`config.mk`:
```
export PLATFORM = sky130hd
export DESIGN_NAME = cafa_axis
export DESIGN_NICKNAME = d
export VERILOG_FILES = /design/src/rtl/cafa_pkg.sv /design/src/rtl/cafa_axis.sv
export SDC_FILE = /design/constraint.sdc
export NUM_CORES = 1
export LEC_CHECK = 0
export BUFFER_PORTS_ARGS = -buffer_cell sky130_fd_sc_hd__buf_2
export CAP_MARGIN = 15
export CORE_MARGIN = 3
export CORE_UTILIZATION = 54
export DETAILED_ROUTE_END_ITERATION = 16
export GPL_ROUTABILITY_DRIVEN = 0
export PLACE_DENSITY = 0.72
export SLEW_MARGIN = 20
export SYNTH_ARGS = -nofsm -noshare
export SYNTH_HDL_FRONTEND = slang
export SYNTH_SLANG_ARGS = --single-unit
```
`constraint.sdc`:
```
create_clock -name vclk -period 28.3
set_input_delay 2.83 -clock vclk [all_inputs]
set_output_delay 2.83 -clock vclk [all_outputs]
set_load 0.02 [all_outputs]
```
`src/rtl/cafa_pkg.sv`:
```
// cafa_pkg: shared types and constants for the contact aware force amplifier.
// Register indexes, reset values and the result record used by the top level
// and its checker.
`timescale 1ns / 1ps

package cafa_pkg;

  localparam int unsigned SAMPLE_WIDTH_DEF = 16;

  localparam int unsigned CFG_AW = 3;
  localparam int unsigned CFG_DW = 16;

  typedef enum logic [CFG_AW-1:0] {
    REG_ASSIST_ENABLE = 3'd0,
    REG_FORCE_GAIN    = 3'd1,
    REG_TORQUE_GAIN   = 3'd2,
    REG_FORCE_LIMIT   = 3'd3,
    REG_TORQUE_LIMIT  = 3'd4,
    REG_THRESH_IN     = 3'd5,
    REG_THRESH_FREE   = 3'd6,
    REG_FILTER_ALPHA  = 3'd7
  } cfg_reg_t;

  localparam logic signed [15:0] FORCE_GAIN_RST   = -16'sd384;
  localparam logic signed [15:0] TORQUE_GAIN_RST  = 16'sd0;
  localparam logic        [14:0] FORCE_LIMIT_RST  = 15'd10000;
  localparam logic        [14:0] TORQUE_LIMIT_RST = 15'd250;
  localparam logic signed [15:0] THRESH_IN_RST    = -16'sd20;
  localparam logic signed [15:0] THRESH_FREE_RST  = -16'sd100;
  localparam logic        [8:0]  FILTER_ALPHA_RST = 9'd205;
  localparam logic signed [15:0] ACTIVE_THR_RST   = -16'sd50;
  localparam logic        [15:0] APPLIED_STIFF_RST = 16'd1;

  localparam logic [15:0] CONTACT_STIFFNESS = 16'd4000;
  localparam logic [8:0]  ALPHA_ONE         = 9'd256;

  typedef struct packed {
    logic               command_valid;
    logic signed [15:0] add_force_x;
    logic signed [15:0] add_force_y;
    logic signed [15:0] add_force_z;
    logic signed [15:0] add_torque_x;
    logic signed [15:0] add_torque_y;
    logic signed [15:0] add_torque_z;
    logic        [15:0] stiffness_z_out;
    logic               in_contact;
    logic               impedance_update;
    logic               mode_request;
  } cafa_res_t;

endpackage

```
`src/rtl/cafa_axis.sv`:
```
// cafa_axis: one wrench axis: sample times Q8.8 gain, rounded, limit check.
// Depends on cafa_pkg for the default sample width.
`timescale 1ns / 1ps

module cafa_axis
  import cafa_pkg::*;
#(
  parameter int unsigned SAMPLE_WIDTH = SAMPLE_WIDTH_DEF
) (
  input  logic signed [SAMPLE_WIDTH-1:0] sample,
  input  logic signed [15:0]             gain,
  input  logic        [14:0]             limit,
  input  logic                           kill,
  output logic signed [15:0]             result
);

  localparam int unsigned PW = SAMPLE_WIDTH + 16;

  logic signed [PW-1:0] prod;
  logic signed [PW-1:0] scaled;
  logic signed [PW-1:0] mag;
  logic                 over;

  always_comb begin
    prod   = PW'(sample) * PW'(gain);
    // round to nearest, halves toward plus infinity
    scaled = (prod + PW'(128)) >>> 8;
    mag    = scaled[PW-1] ? -scaled : scaled;
    over   = mag > $signed({{(PW-15){1'b0}}, limit});
    result = (over || kill) ? 16'sd0 : scaled[15:0];
  end

endmodule

```
==> flow_summary.yaml <==
run_status:
  status: "completed"
layout:
  clkbuf_count: 0
  insertedDiodeCount: 0
  finalNetCount: 1752
  fill_cells: 1899
  area_growth_syn_to_layout_pct: 3.88
  regArea_um2: 0
  flops_and_latches: 0
  final_cell_mix: "inv_1 (315), fa_1 (262), nand2_1 (152)"
  final_common_cell: "inv_1"
  drive_gt1_share_pct: 5.86
yosys:
  syn_avg_cell_area_um2: 8.53
  syn_inst: 1337
  seq_area_frac_synth_pct: 0
  yosysUniqueCellTypes: 62
  syn_nets: 1740
  syn_area_mm2: 0.0114
  yosys_warnings: 0
floorplanning:
  rows: 52
  initial_core_util_pct: 55.6
  die_y_um: 151
  fp.dieW_um: 151
  core_area_mm2: 0.0205
  io_pins: 64
  die_area_mm2: 0.0229
grt:
  track_usage_pct: 25.8
  grt_pass1_vias: 9471
  overflow: 0
  grt_pass1_wl_um: 47600
  antenna_found_initial: 0
  grt_start_max_net_pins: 26
routing:
  drt_iter0_drc: 651
  finalWirelength_um: 27100
  dr.pass1.iters: 7
  post_drt_wl_per_cell_um: 16.8
  antenna_left: 0
  viasPerCell: 5.53
  drc: 0
  vias: 8945
sta:
  tightest_slew_ps: 912
  period_share_pct: 51.3
  finalSetupViolations: 0
  max_freq_mhz: 68.9
  grt_setup_unrepaired: "false"
  relSlewSlack_pct: 38.9
  finalSetupTns_ps: 0
  drv_slew: 0
  fin_crit_ps: 14520
  final_hold_viol_count: 0
setup_path:
  crit_type: "input pin to output port"
  max_stage_delay_ps: 690
  crit_fanout: 25
  endpoint_kind: "output port"
  cp-start-kind: "input pin"
  required_ps: 25470
  worstPathArrival_ps: 11690
  cp_slowest_cell: "fa_1"
  crit_top_cell: "fa_1"
clock_network:
  ctsHoldBuffers: 0
  post_cts_buffers: 0
  post_cts_resized: 0
hold_path:
  min_to: "result[10]"
  whs_path_depth: 6
  hp-start: "kill"
  hold_class: "input pin to output port"
job:
  drv_cap: 0
placement:
  port_buffers: 64
  dp_hpwl_um: 23400
-- layout make-up --
cell class / count / area, µm² / area share [%]
multi-input cells: 967 / 10000 / 84.4
repair buffers: 65 / 328 / 2.77
well taps: 270 / 338 / 2.85
inverters: 315 / 1180 / 9.98
-- metrics by stage --
| stage | hold WS, ps | instances | utilization (%) | setup WS, ps | instance area [µm²] |
|---|---|---|---|---|---|
| after floorplan | 6140 | 1337 | - | 14440 | 11400 |
| after global placement | 6400 | 1617 | 57.8 | 13890 | 11800 |
| after CTS | 6410 | 1617 | 57.8 | 13810 | 11800 |
| after global routing | 6450 | 1617 | 57.8 | 13170 | 11800 |
| after detailed placement | 6410 | 1617 | 57.8 | 13840 | 11800 |
| final | 6430 | 1617 | 57.8 | 13780 | 11800 |
-- critical path, delay by kind of cell --
kind | cells | cell delay [ps]
adder cells (fa/ha/maj) | 8 | 3920
AND/OR/NAND/NOR | 9 | 1640
AO/OA/AOI/OAI | 8 | 1580
XOR/XNOR | 1 | 120
buffers and inverters | 6 | 1190
multiplexers | 1 | 370
-- worst max path at each step --
stage / from / end / slack (ps)
6_report: gain[1] / result[4] / 13780
5_1_grt: sample[15] / result[5] / 13170
4_1_cts: gain[1] / result[4] / 13810
3_5_place_dp: gain[1] / result[2] / 13840
3_3_place_gp: sample[15] / result[15] / 13890
2_1_floorplan: sample[15] / result[11] / 14440
-- logic make-up (layout without fill, tap and decap cells) --
family                     after synthesis  after routing  share of synthesized area (%)
and+or+nand+nor                        425            425                           19.2
adders and majority gates              355            355                           56.2
AOI/OAI and AO/OA                      130            130                           7.66
muxes                                   10             10                          0.911
xor gates and xnor gates                47             47                           3.61
buffers and inverters                  370            380                           12.4
-- synthesized netlist by cell type, drive strengths merged (12+ instances only) --
library cell  number  area [µm²]
fa               262        5250
xnor2             27         236
and2             117         732
xor2              20         175
clkbuf            51         191
and3              24         150
a21oi             40         204
nor2              39         146
nand3             20         100
ha                93        1160
nand2            152         571
a31oi             12        75.1
inv              315        1180
a21o              17         128
o21ai             16        80.1
nand2b            13        81.3
nor3              15        75.1
-- per-layer routing --
metal  share of wire (%)  global-route usage [%]  routed length [µm]
met5                   0                       0                   0
met2                  51                    44.7               13800
met3                 5.7                    2.24                1550
met1                  41                    36.2               11200
met4                 2.2                    4.49                 586
Power is not shown: default switching activity piles up to over one toggle a cycle in this logic, so the estimate is an artifact.
